## src/rtl/dtrm_pkg.sv

```systemverilog
`default_nettype none

package dtrm_pkg;

  localparam int MAP_WIDE_DEF   = 22;
  localparam int MAP_HIGH_DEF   = 15;
  localparam int TILE_SHIFT_DEF = 4;

  localparam int COORD_W     = 16;
  localparam int ROW_SEL_W   = 6;
  localparam int ROW_BITS_W  = 22;
  localparam int CMD_KIND_W  = 2;
  localparam int IN_TDATA_W  = 72;
  localparam int OUT_TDATA_W = 24;

  localparam logic MODE_MARK = 1'b0;
  localparam logic MODE_READ = 1'b1;

  typedef enum logic [CMD_KIND_W-1:0] {
    CMD_REJECT,
    CMD_ACCEPT,
    CMD_MARK,
    CMD_READ
  } cmd_kind_t;

  typedef enum logic {
    ST_IDLE,
    ST_UPDATE
  } state_t;

  function automatic int row_idx_w(input int h);
    return (h > 1) ? $clog2(h) : 1;
  endfunction

endpackage

`default_nettype wire

```

## src/rtl/dtrm_front.sv

```systemverilog
`default_nettype none

module dtrm_front #(
  parameter int MAP_WIDE   = dtrm_pkg::MAP_WIDE_DEF,
  parameter int MAP_HIGH   = dtrm_pkg::MAP_HIGH_DEF,
  parameter int TILE_SHIFT = dtrm_pkg::TILE_SHIFT_DEF,
  localparam int ROW_W     = dtrm_pkg::row_idx_w(MAP_HIGH),
  localparam int CMD_W     = dtrm_pkg::CMD_KIND_W + MAP_WIDE + 2 * ROW_W
) (
  input  logic                                 mode,
  input  logic signed [dtrm_pkg::COORD_W-1:0]  left_px,
  input  logic signed [dtrm_pkg::COORD_W-1:0]  top_px,
  input  logic signed [dtrm_pkg::COORD_W-1:0]  right_px,
  input  logic signed [dtrm_pkg::COORD_W-1:0]  bottom_px,
  input  logic        [dtrm_pkg::ROW_SEL_W-1:0] row_select,
  output logic        [CMD_W-1:0]              cmd
);
  import dtrm_pkg::*;

  typedef struct packed {
    cmd_kind_t           kind;
    logic [MAP_WIDE-1:0] span;
    logic [ROW_W-1:0]    ys;
    logic [ROW_W-1:0]    ye;
  } cmd_t;

  localparam logic signed [COORD_W-1:0] X_LAST  = COORD_W'(MAP_WIDE - 1);
  localparam logic signed [COORD_W-1:0] X_CLAMP = COORD_W'(MAP_WIDE - 2);
  localparam logic signed [COORD_W-1:0] Y_HIGH  = COORD_W'(MAP_HIGH);
  localparam logic signed [COORD_W-1:0] Y_CLAMP = COORD_W'(MAP_HIGH - 1);

  logic signed [COORD_W-1:0] xs, ys, xe, ye;
  logic signed [COORD_W-1:0] xs_c, ys_c, xe_c, ye_c;
  logic                      reject, empty, row_in;
  logic [MAP_WIDE-1:0]       span;
  cmd_t                      c;

  assign xs = left_px >>> TILE_SHIFT;
  assign ys = top_px >>> TILE_SHIFT;
  assign xe = right_px >>> TILE_SHIFT;
  assign ye = bottom_px >>> TILE_SHIFT;

  assign xs_c = xs[COORD_W-1] ? '0 : xs;
  assign ys_c = ys[COORD_W-1] ? '0 : ys;
  assign xe_c = (xe >= X_LAST) ? X_CLAMP : xe;
  assign ye_c = (ye >= Y_HIGH) ? Y_CLAMP : ye;

  assign reject = (!xs[COORD_W-1] && xs >= X_LAST) || (!ys[COORD_W-1] && ys > Y_HIGH) ||
                  xe[COORD_W-1] || ye[COORD_W-1];
  assign empty  = (xs_c > xe_c) || (ys_c > ye_c);
  assign row_in = {1'b0, row_select} < (ROW_SEL_W + 1)'(MAP_HIGH);

  always_comb begin
    for (int i = 0; i < MAP_WIDE; i++) begin
      span[i] = (xs_c <= COORD_W'(i)) && (COORD_W'(i) <= xe_c);
    end
  end

  always_comb begin
    c.span = span;
    if (mode == MODE_READ) begin
      c.kind = row_in ? CMD_READ : CMD_ACCEPT;
      c.ys   = ROW_W'(row_select);
      c.ye   = ROW_W'(row_select);
    end else begin
      if (reject) begin
        c.kind = CMD_REJECT;
      end else if (empty) begin
        c.kind = CMD_ACCEPT;
      end else begin
        c.kind = CMD_MARK;
      end
      c.ys = ROW_W'(ys_c);
      c.ye = ROW_W'(ye_c);
    end
  end

  assign cmd = c;

endmodule

`default_nettype wire

```

## src/rtl/dtrm_queue.sv

```systemverilog
`default_nettype none

module dtrm_queue #(
  parameter int WIDTH = 8
) (
  input  logic             clk,
  input  logic             rst,
  input  logic             push,
  input  logic [WIDTH-1:0] push_data,
  output logic             push_ready,
  input  logic             pop,
  output logic             pop_valid,
  output logic [WIDTH-1:0] pop_data
);
  import dtrm_pkg::*;

  logic [WIDTH-1:0] entries [2];
  logic             wr_ptr, rd_ptr;
  logic [1:0]       count;
  logic             do_push, do_pop;

  assign push_ready = !rst && (count != 2'd2);
  assign pop_valid  = (count != 2'd0);
  assign pop_data   = entries[rd_ptr];
  assign do_push    = push && push_ready;
  assign do_pop     = pop && pop_valid;

  always_ff @(posedge clk) begin
    if (rst) begin
      wr_ptr <= 1'b0;
      rd_ptr <= 1'b0;
      count  <= 2'd0;
    end else begin
      if (do_push) begin
        wr_ptr <= ~wr_ptr;
      end
      if (do_pop) begin
        rd_ptr <= ~rd_ptr;
      end
      if (do_push && !do_pop) begin
        count <= count + 2'd1;
      end else if (do_pop && !do_push) begin
        count <= count - 2'd1;
      end
    end
  end

  always_ff @(posedge clk) begin
    if (do_push) begin
      entries[wr_ptr] <= push_data;
    end
  end

endmodule

`default_nettype wire

```

## src/rtl/dtrm_back.sv

```systemverilog
`default_nettype none

module dtrm_back #(
  parameter int MAP_WIDE = dtrm_pkg::MAP_WIDE_DEF,
  parameter int MAP_HIGH = dtrm_pkg::MAP_HIGH_DEF,
  localparam int ROW_W   = dtrm_pkg::row_idx_w(MAP_HIGH),
  localparam int CMD_W   = dtrm_pkg::CMD_KIND_W + MAP_WIDE + 2 * ROW_W
) (
  input  logic                               clk,
  input  logic                               rst,
  input  logic                               q_valid,
  input  logic [CMD_W-1:0]                   q_cmd,
  output logic                               q_pop,
  output logic                               out_valid,
  input  logic                               out_ready,
  output logic [dtrm_pkg::OUT_TDATA_W-1:0]   out_data
);
  import dtrm_pkg::*;

  typedef struct packed {
    cmd_kind_t           kind;
    logic [MAP_WIDE-1:0] span;
    logic [ROW_W-1:0]    ys;
    logic [ROW_W-1:0]    ye;
  } cmd_t;

  cmd_t                qc, cur;
  state_t              state, state_next;
  logic [ROW_W-1:0]    y, y_next, rd_addr;
  logic [MAP_WIDE-1:0] mem [MAP_HIGH];
  logic [MAP_HIGH-1:0] row_valid;
  logic [MAP_WIDE-1:0] rd_q, row_cur;
  logic                rd_v;
  logic                out_free, take, load, load_acc, wr_en, clr;
  logic [ROW_BITS_W-1:0]          load_bits, row_low;
  logic [MAP_WIDE+ROW_BITS_W-1:0] row_ext;

  assign qc       = q_cmd;
  assign out_free = !out_valid || out_ready;
  assign row_cur  = rd_v ? rd_q : '0;
  assign row_ext  = {{ROW_BITS_W{1'b0}}, row_cur};
  assign row_low  = row_ext[ROW_BITS_W-1:0];

  always_comb begin
    state_next = state;
    y_next     = y;
    q_pop      = 1'b0;
    take       = 1'b0;
    load       = 1'b0;
    load_acc   = 1'b0;
    load_bits  = '0;
    wr_en      = 1'b0;
    clr        = 1'b0;
    rd_addr    = y;
    case (state)
      ST_IDLE: begin
        rd_addr = qc.ys;
        if (q_valid && out_free) begin
          q_pop = 1'b1;
          case (qc.kind)
            CMD_REJECT: load = 1'b1;
            CMD_ACCEPT: begin
              load     = 1'b1;
              load_acc = 1'b1;
            end
            default: begin
              take       = 1'b1;
              y_next     = qc.ys;
              state_next = ST_UPDATE;
            end
          endcase
        end
      end
      ST_UPDATE: begin
        rd_addr = (y == cur.ye) ? y : y + 1'b1;
        if (cur.kind == CMD_READ) begin
          clr        = 1'b1;
          load       = 1'b1;
          load_acc   = 1'b1;
          load_bits  = row_low;
          state_next = ST_IDLE;
        end else begin
          wr_en = 1'b1;
          if (y == cur.ye) begin
            load       = 1'b1;
            load_acc   = 1'b1;
            state_next = ST_IDLE;
          end else begin
            y_next = y + 1'b1;
          end
        end
      end
      default: state_next = ST_IDLE;
    endcase
  end

  always_ff @(posedge clk) begin
    if (rst) begin
      state <= ST_IDLE;
    end else begin
      state <= state_next;
    end
  end

  always_ff @(posedge clk) begin
    y <= y_next;
    if (take) begin
      cur <= qc;
    end
  end

  // row memory, registered read
  always_ff @(posedge clk) begin
    if (wr_en) begin
      mem[y] <= row_cur | cur.span;
    end
    rd_q <= mem[rd_addr];
  end

  // rows never written since reset or clear read as zero
  always_ff @(posedge clk) begin
    if (rst) begin
      row_valid <= '0;
      rd_v      <= 1'b0;
    end else begin
      if (wr_en) begin
        row_valid[y] <= 1'b1;
      end else if (clr) begin
        row_valid[y] <= 1'b0;
      end
      rd_v <= row_valid[rd_addr];
    end
  end

  always_ff @(posedge clk) begin
    if (rst) begin
      out_valid <= 1'b0;
    end else if (load) begin
      out_valid <= 1'b1;
    end else if (out_ready) begin
      out_valid <= 1'b0;
    end
  end

  always_ff @(posedge clk) begin
    if (load) begin
      out_data <= {1'b0, load_bits, load_acc};
    end
  end

  a_row_in_span: assert property (@(posedge clk) disable iff (rst)
    (state == ST_UPDATE) |-> (y <= cur.ye))
    else $error("row walk passed end row");

  a_no_overwrite: assert property (@(posedge clk) disable iff (rst)
    load |-> out_free)
    else $error("result loaded over a pending one");

  a_row_step: assert property (@(posedge clk) disable iff (rst)
    (state == ST_UPDATE && cur.kind != CMD_READ && y != cur.ye) |=>
      (state == ST_UPDATE && y == $past(y) + 1'b1))
    else $error("mark walk did not advance one row");

  a_busy_kind: assert property (@(posedge clk) disable iff (rst)
    (state == ST_UPDATE) |-> (cur.kind == CMD_MARK || cur.kind == CMD_READ))
    else $error("busy on a request without row work");

endmodule

`default_nettype wire

```

## src/rtl/dirty_tile_rectangle_marker_top.sv

```systemverilog
`default_nettype none

// Dirty tile map: MAP_HIGH rows of MAP_WIDE bits, cleared at reset by per-row valid flags
// (no clearing pass). A request with tuser = 0 marks a pixel rectangle; the corners are
// floored to tiles by TILE_SHIFT, clipped (last column reserved) and the covered bits set;
// the result reports accepted or rejected. A request with tuser = 1 returns the selected
// row in row_bits and clears it. Every request yields exactly one result, in order. The
// front classifies a request in the cycle it is taken and queues it (two entries); the back
// then finishes a rejected or empty rectangle, or a read of a row past the map, in its idle
// state, a row read in the update state, which reads and clears the row, and a mark with
// one read-modify-write of the row memory per row covered; it takes a request only while
// its result register is free or being taken. s_tready is low during reset.
module dirty_tile_rectangle_marker_top #(
  parameter int MAP_WIDE   = dtrm_pkg::MAP_WIDE_DEF,
  parameter int MAP_HIGH   = dtrm_pkg::MAP_HIGH_DEF,
  parameter int TILE_SHIFT = dtrm_pkg::TILE_SHIFT_DEF
) (
  input  logic                                clk,
  input  logic                                rst,
  input  logic                                s_tvalid,
  output logic                                s_tready,
  // left_px[15:0], top_px[31:16], right_px[47:32], bottom_px[63:48], row_select[69:64]
  input  logic [dtrm_pkg::IN_TDATA_W-1:0]     s_tdata,
  // mode
  input  logic                                s_tuser,
  output logic                                m_tvalid,
  input  logic                                m_tready,
  // accepted[0], row_bits[22:1]
  output logic [dtrm_pkg::OUT_TDATA_W-1:0]    m_tdata
);
  import dtrm_pkg::*;

  localparam int ROW_W = row_idx_w(MAP_HIGH);
  localparam int CMD_W = CMD_KIND_W + MAP_WIDE + 2 * ROW_W;

  logic [CMD_W-1:0] front_cmd, q_cmd;
  logic             q_valid, q_pop;

  dtrm_front #(
    .MAP_WIDE   (MAP_WIDE),
    .MAP_HIGH   (MAP_HIGH),
    .TILE_SHIFT (TILE_SHIFT)
  ) u_front (
    .mode       (s_tuser),
    .left_px    (s_tdata[15:0]),
    .top_px     (s_tdata[31:16]),
    .right_px   (s_tdata[47:32]),
    .bottom_px  (s_tdata[63:48]),
    .row_select (s_tdata[69:64]),
    .cmd        (front_cmd)
  );

  dtrm_queue #(
    .WIDTH (CMD_W)
  ) u_queue (
    .clk        (clk),
    .rst        (rst),
    .push       (s_tvalid),
    .push_data  (front_cmd),
    .push_ready (s_tready),
    .pop        (q_pop),
    .pop_valid  (q_valid),
    .pop_data   (q_cmd)
  );

  dtrm_back #(
    .MAP_WIDE (MAP_WIDE),
    .MAP_HIGH (MAP_HIGH)
  ) u_back (
    .clk       (clk),
    .rst       (rst),
    .q_valid   (q_valid),
    .q_cmd     (q_cmd),
    .q_pop     (q_pop),
    .out_valid (m_tvalid),
    .out_ready (m_tready),
    .out_data  (m_tdata)
  );

endmodule

`default_nettype wire
```

## config.mk

```make
export PLATFORM = sky130hd
export DESIGN_NAME = dirty_tile_rectangle_marker_top
export DESIGN_NICKNAME = d
export VERILOG_FILES = /design/src/rtl/dtrm_pkg.sv /design/src/rtl/dtrm_front.sv /design/src/rtl/dtrm_queue.sv /design/src/rtl/dtrm_back.sv /design/src/rtl/dirty_tile_rectangle_marker_top.sv
export SDC_FILE = /design/constraint.sdc
export NUM_CORES = 1
export LEC_CHECK = 0
export BUFFER_PORTS_ARGS = -buffer_cell sky130_fd_sc_hd__buf_2
export CORE_MARGIN = 5
export CORE_UTILIZATION = 45
export CTS_BUF_LIST = sky130_fd_sc_hd__clkbuf_16
export DETAILED_ROUTE_END_ITERATION = 8
export PLACE_DENSITY_LB_ADDON = 0.05
export SKIP_CTS_REPAIR_TIMING = 1
export SLEW_MARGIN = 40
export SYNTH_ARGS = -nofsm -noshare
export SYNTH_HDL_FRONTEND = slang
export SYNTH_SLANG_ARGS = --single-unit
```

## constraint.sdc

```tcl
create_clock -name clk -period 4.3 [get_ports clk]
set_clock_uncertainty 0.1 [all_clocks]
set_input_delay 0.86 -clock clk [delete_from_list [all_inputs] [get_ports clk]]
set_output_delay 0.86 -clock clk [all_outputs]
set_load 0.02 [all_outputs]
```

# == Yosys cells after proc, flatten, opt, wreduce, memory -nomap -nowiden ==
# Memory sizes are Yosys's and may differ from the RTL's. A register that Yosys moved wholly into a read port is not among the register bits.
# Index checks and enable logic that the tools add are counted.
# totals
out_inout_bits,26
ramBits,394
latchBits,0
rom_bits,0
memories,2
word_cells,188
regBits,77
# classes
n_lt_le_gt_ge,54
shift,0
eq_ne,7
n_div,0
n_bitwise,7
n_mux,52
reduce_logical,50
n_mul,0
addsub,3
# mem_list
name,depth,word_bits,rd,rd_clocked_by_memory_dff,write_ports,line_no,rtl
u_back.mem,15,22,1,1,1,dtrm_back.sv:30,logic [MAP_WIDE-1:0] mem [MAP_HIGH];
u_queue.entries,2,32,1,1,1,dtrm_queue.sv:17,logic [WIDTH-1:0] entries [2];
# op_table
operator,count
$le A16 B5 Y1 const B,8
$le A5 B16 Y1 const A,8
$le A16 B6 Y1 const B,6
$le A6 B16 Y1 const A,6
$le A16 B4 Y1 const B,4
$le A4 B16 Y1 const A,4
$gt A16 B16 Y1,2
$le A16 B3 Y1 const B,2
$le A3 B16 Y1 const A,2
$mux W16,2
$logic_and A1 B1 Y1,31
$mux W15,2
$mux W1,27
$ge A12 B6 Y1 const B,2
$mux W11,2
$mux W22,1
$or A22 B22 Y22,1
$le A1 B16 Y1 const A,1
$le A16 B1 Y1 const B,1
$le A16 B2 Y1 const B,1
$le A2 B16 Y1 const A,1
$mux W4,4
$pmux W4 S2,2
$and A15 B15 Y15,1
other kinds (28),52

# == Longest topological paths before layout ==
# logic_depth
word_depth,9
mapped_depth,16
depth_no_buf,15

# == Cells and area by module ==
# Synthesis repeated with hierarchy kept, for this count alone.
# unflattened
cells_unflattened,1593
area_unflattened_um2,20917.6
# by_module_without_submodules
mod,n_inst,cells_each,seq_area_each_um2,area_each_um2
dtrm_back,1,1212,12361.9,16746.1
dtrm_queue,1,127,2021.9,2539.9
dtrm_front,1,254,0.0,1631.6

# == Worst setup path before layout ==
# No wires, ideal clock.
# synth_timing
kind,input to register
start,in s_tdata[36] (netlist bit)
end,"mem u_queue.entries[0][30] (netlist bit), data pin"
arrival_time_ns,3.502
cell_stages,13
required_time_ns,3.921
setup_ns,0.279
slack_ns,0.419
path_cell_list,or2_2 a21oi_1 nand2b_1 a21oi_1 nor2b_1 inv_1 ha_1 a21o_1 maj3_1 a221oi_1 o21ai_0 a2111oi_0 nor2_1
# synth_between
elab_chain_len,7
# synth_lines
element,line_no,rtl
from (decl),dirty_tile_rectangle_marker_top.sv:23,"input logic [dtrm_pkg::IN_TDATA_W-1:0] s_tdata,"
$ge A12 B6 Y1,dtrm_front.sv:45,assign xe_c = (xe >= X_LAST) ? X_CLAMP : xe;
$mux W16 (*),dtrm_front.sv:45,
$gt A16 B16 Y1 (*),dtrm_front.sv:50,assign empty = (xs_c > xe_c) || (ys_c > ye_c);
$logic_or A1 B1 Y1 (*),dtrm_front.sv:50,
$mux W2 (*),dtrm_front.sv:68,end else if (empty) begin
$mux W2 (*),dtrm_front.sv:66,if (reject) begin
$mux W2 (*),dtrm_front.sv:61,if (mode == MODE_READ) begin
named net front_cmd[30],dirty_tile_rectangle_marker_top.sv:36,"logic [CMD_W-1:0] front_cmd, q_cmd;"
to (decl),dtrm_queue.sv:17,
# Mark *: on every way through the listed nets, which the timed path passes. The rest lies on a longest branch.

# == Final worst setup path ==
# Ends and elaborated chain as after synthesis.

==> summary.txt <==
GRT
  – Initial antenna violation count: 0
  – Vias in the first global route: 16.88k
  – First-pass GRT wire length: 101400 µm
  – Largest net degree at the start of global routing: 135
  – Aggregate global routing overflow: 0
  – GRT Overall Usage: 0.2303

Critical path
  – CP endpoint kind: flip-flop
  – WS Path Type: input port to flip-flop
  – Critical Path Source: s_tdata[36]
  – R2r worst-path depth: 9
  – Crit-path most repeated cell: a21oi_1
  – Instance count on the critical path: 15
  – R2R Setup Slk: 0.77 ns
  – R2r startpoint: u_back.y[0]
  – CP Data Required Time: 4.54 ns
  – Startpoint Class: input port
  – CP max stage cell: a2111oi_0
  – Buf/Inv on CP: 3
  – Crit-path leading delay family: compound AO/OA/AOI/OAI gates
  – CP max FO: 4
  – Data arrival, critical path: 3.87 ns
  – CP cell instances: buf_2 -> or2_2 -> a21oi_1 -> nand2b_1 -> a21oi_1 -> nor2b_1 -> inv_1 -> ha_1 -> a21o_1 -> maj3_1 -> a221oi_1 -> o21ai_0 -> a2111oi_0 -> buf_4 -> nor2_1
  – Critical Path Max Stage Delay: 0.40 ns

Finish
  – Register area: 14390 µm²
  – Multi-input gate area: 8431 µm²
  – Final nets: 2258
  – Most common cell after layout, fill and taps aside: nand2_1
  – Proportion of layout cells with a drive suffix above 1: 0.1278
  – ANT cells: 0
  – Layout fillers: 4500
  – Most frequent cells in the layout: 460 x nand2_1, 449 x edfxtp_1, 132 x a21oi_1
  – Area grow syn2layout: 12.67%

CTS
  – Clk_lat worst skew: 0.59 ns
  – CTS Buf Count: 53
  – Clk buf depth: 3
  – CTS H-Tree Depth: 2
  – Clk slew on worst S/H paths: 0.06 ns
  – CTS sink cnt: 494
  – Root Buffer: clkbuf_16
  – CTS tree: done

Power and ir drop
  – Net Sw Frac: 0.3611
  – Leakage dissipation: 9.045 nW
  – Worst VDD drop: 0.0006121 V
  – Clk pwr share: 0.279
  – Internal power: 10.42 mW
  – Pwr Density: 614.2 nW/µm²
  – Gate power share: 0.329
  – Psw: 5.888 mW
  – Sequential group share of total power: 0.392

Placed design
  – Post-DP HPWL: 38680 µm
  – Final GP Congestion: 0.9163
  – Port bufs: 83
  – Worst slack at placement: 0.06253 ns

Floorplanning
  – Chip height: 238.8 µm
  – Total I/O pin count: 103
  – Row count: 83
  – Core Region: 51610 µm²
  – Starting Density: 0.4565
  – Die X: 238.8 µm
  – Die ar.: 57040 µm²

Logic synthesis
  – Post-Syn Area per Cell: 11.11 µm²
  – Fraction of registers with async set/reset: 0
  – Yosys cell types: 65
  – Post-synth EDFFs: 449
  – Yosys reg bits: 494
  – Seq/Total Area, Yosys: 0.6105
  – Post-synthesis cell area: 23560 µm²
  – Commonest register cell after synthesis: edfxtp_1
  – Ys Warns: 0
  – Cells after Synth: 2121

STA
  – FMAX: 0.2761 GHz
  – Setup TNS: 0 ns
  – Final hold vios: 0
  – Crit path time final: 3.622 ns
  – Max Transition Viols Final: 0
  – Final Hold Slack: 0.3795 ns
  – Final period util: 0.8423
  – Final setup vio count: 0
  – Relative slew margins: 0.4038
  – Worst-margin pin slew: 0.8943 ns
  – Setup WS post-layout: 0.6780 ns
  – RSZ-0062 raised after global routing: no

Min path
  – Worst Hold Path Cells: 2
  – HP Class: flip-flop to flip-flop

Routing
  – DRT Pass-1 Iters: 5
  – Wirelength per Cell: 23.39 µm
  – Drt via density: 6.028
  – Antenna Violating Nets Remaining: 0
  – Remaining DRCs: 0
  – Final wirelength: 67340 µm
  – Vias: 17.35k
  – 1st-iter DRT viols: 1470

Status
  – Status: completed

Job
  – Max Cap Viol: 0
-- final cells by class --
type                       count  share of cell area
clock buffer                  55             0.05184
multi-input combinational   1432              0.3176
tap                          680             0.03205
timing repair buffer         138             0.03785
sequential                   494              0.5420
inverter                      36            0.005326
clock inverter                44             0.01338
-- cell usage after synthesis, drive strengths merged, types with 4 or more instances --
library cell | instances | area (µm²)
edfxtp | 449 | 13480
dfxtp | 45 | 900.9
nand3 | 78 | 402.9
o21ai | 41 | 205.2
nor2 | 95 | 356.6
nor4 | 7 | 43.79
buf | 64 | 321.6
a31oi | 66 | 419.2
a221oi | 4 | 35.03
a211oi | 91 | 683.2
ha | 26 | 325.3
a32oi | 21 | 183.9
nand2 | 462 | 1737
o221ai | 83 | 727.0
mux2i | 90 | 900.9
or3 | 7 | 43.79
a21o | 6 | 45.04
o21a | 4 | 30.03
mux2 | 32 | 360.4
xor2 | 9 | 78.83
a2111oi | 4 | 35.03
and2 | 7 | 46.30
clkbuf | 97 | 364.1
nor3 | 60 | 300.3
nor2b | 31 | 193.9
o21bai | 4 | 30.03
nand4 | 7 | 43.79
inv | 36 | 140.1
a21oi | 133 | 669.4
nand2b | 29 | 183.9
or2 | 5 | 31.28
-- worst reg2reg max path, stage by stage (launching register included) --
cell and delay [ns]:
edfxtp_1 0.53, xor2_1 0.26, nor4_2 0.69, o21ai_1 0.18
a31oi_2 0.49, nand2b_2 0.25, buf_4 0.42, nor3_1 0.14
a31oi_1 0.22, nand3_1 0.10
-- final timing paths --
| path | endpoint |
|---|---|
| worst min register to register | flip-flop |
| worst max-delay path | u_queue.entries[0][30] |
| worst min-delay path | flip-flop |
| worst max register to register | u_back.rd_q[14] |
-- cells by family after synthesis --
kind of cell / count (synthesis) / share of synthesized area
and+or+nand+nor: 798 / 0.1471
DFF: 494 / 0.6105
buffers and inverters: 197 / 0.03505
other: 1 / 0.0001592
AOI/OAI and AO/OA: 471 / 0.1348
xor gates and xnor gates: 10 / 0.003717
adders and majority gates: 27 / 0.01423
muxes: 123 / 0.05448
-- sequential cells by signal, summed over array words and instances, names as in the netlist, named ones only --
signal	flops
u_queue.wr_ptr	1
u_back.out_data	23
u_back.y	4
u_back.out_valid	1
u_back.rd_q	22
u_queue.rd_ptr	1
u_back.mem	330
u_back.cur	28
u_queue.count	2
u_back.rd_v	1
u_queue.entries	64
u_back.state	1
-- power by group through the flow --
stage	registers, mW	logic (mW)	clock network [mW]
5_1_grt	6.43	5.86	4.82
3_5_place_dp	6.47	5.35	0
2_1_floorplan	6.38	3.63	0
3_3_place_gp	6.47	5.28	0
4_1_cts	6.38	5.37	4.63
6_report	6.39	5.37	4.54
-- layer usage --
| layer | global-route usage | wire length, µm | part of all wire | up-vias |
|---|---|---|---|---|
| li1 | - | - | - | 7987 |
| met1 | 0.3247 | 29230 | 0.43 | 8568 |
| met2 | 0.3658 | 31370 | 0.47 | 670 |
| met3 | 0.03519 | 4752 | 0.071 | 129 |
| met4 | 0.08209 | 1985 | 0.029 | 0 |
| met5 | 0 | 0 | 0 | - |
-- metrics by stage --
stage	instances	power, mW	utilization	cell area (µm²)
floorplan	2123	10.01	-	23570
global placement	2778	11.75	0.4794	24740
detailed placement	2780	11.82	0.4807	24810
CTS	2879	16.39	0.5143	26540
global route	2879	17.11	0.5144	26550
finish	2879	16.31	0.5144	26550
Power figures use the tool's default switching activity.
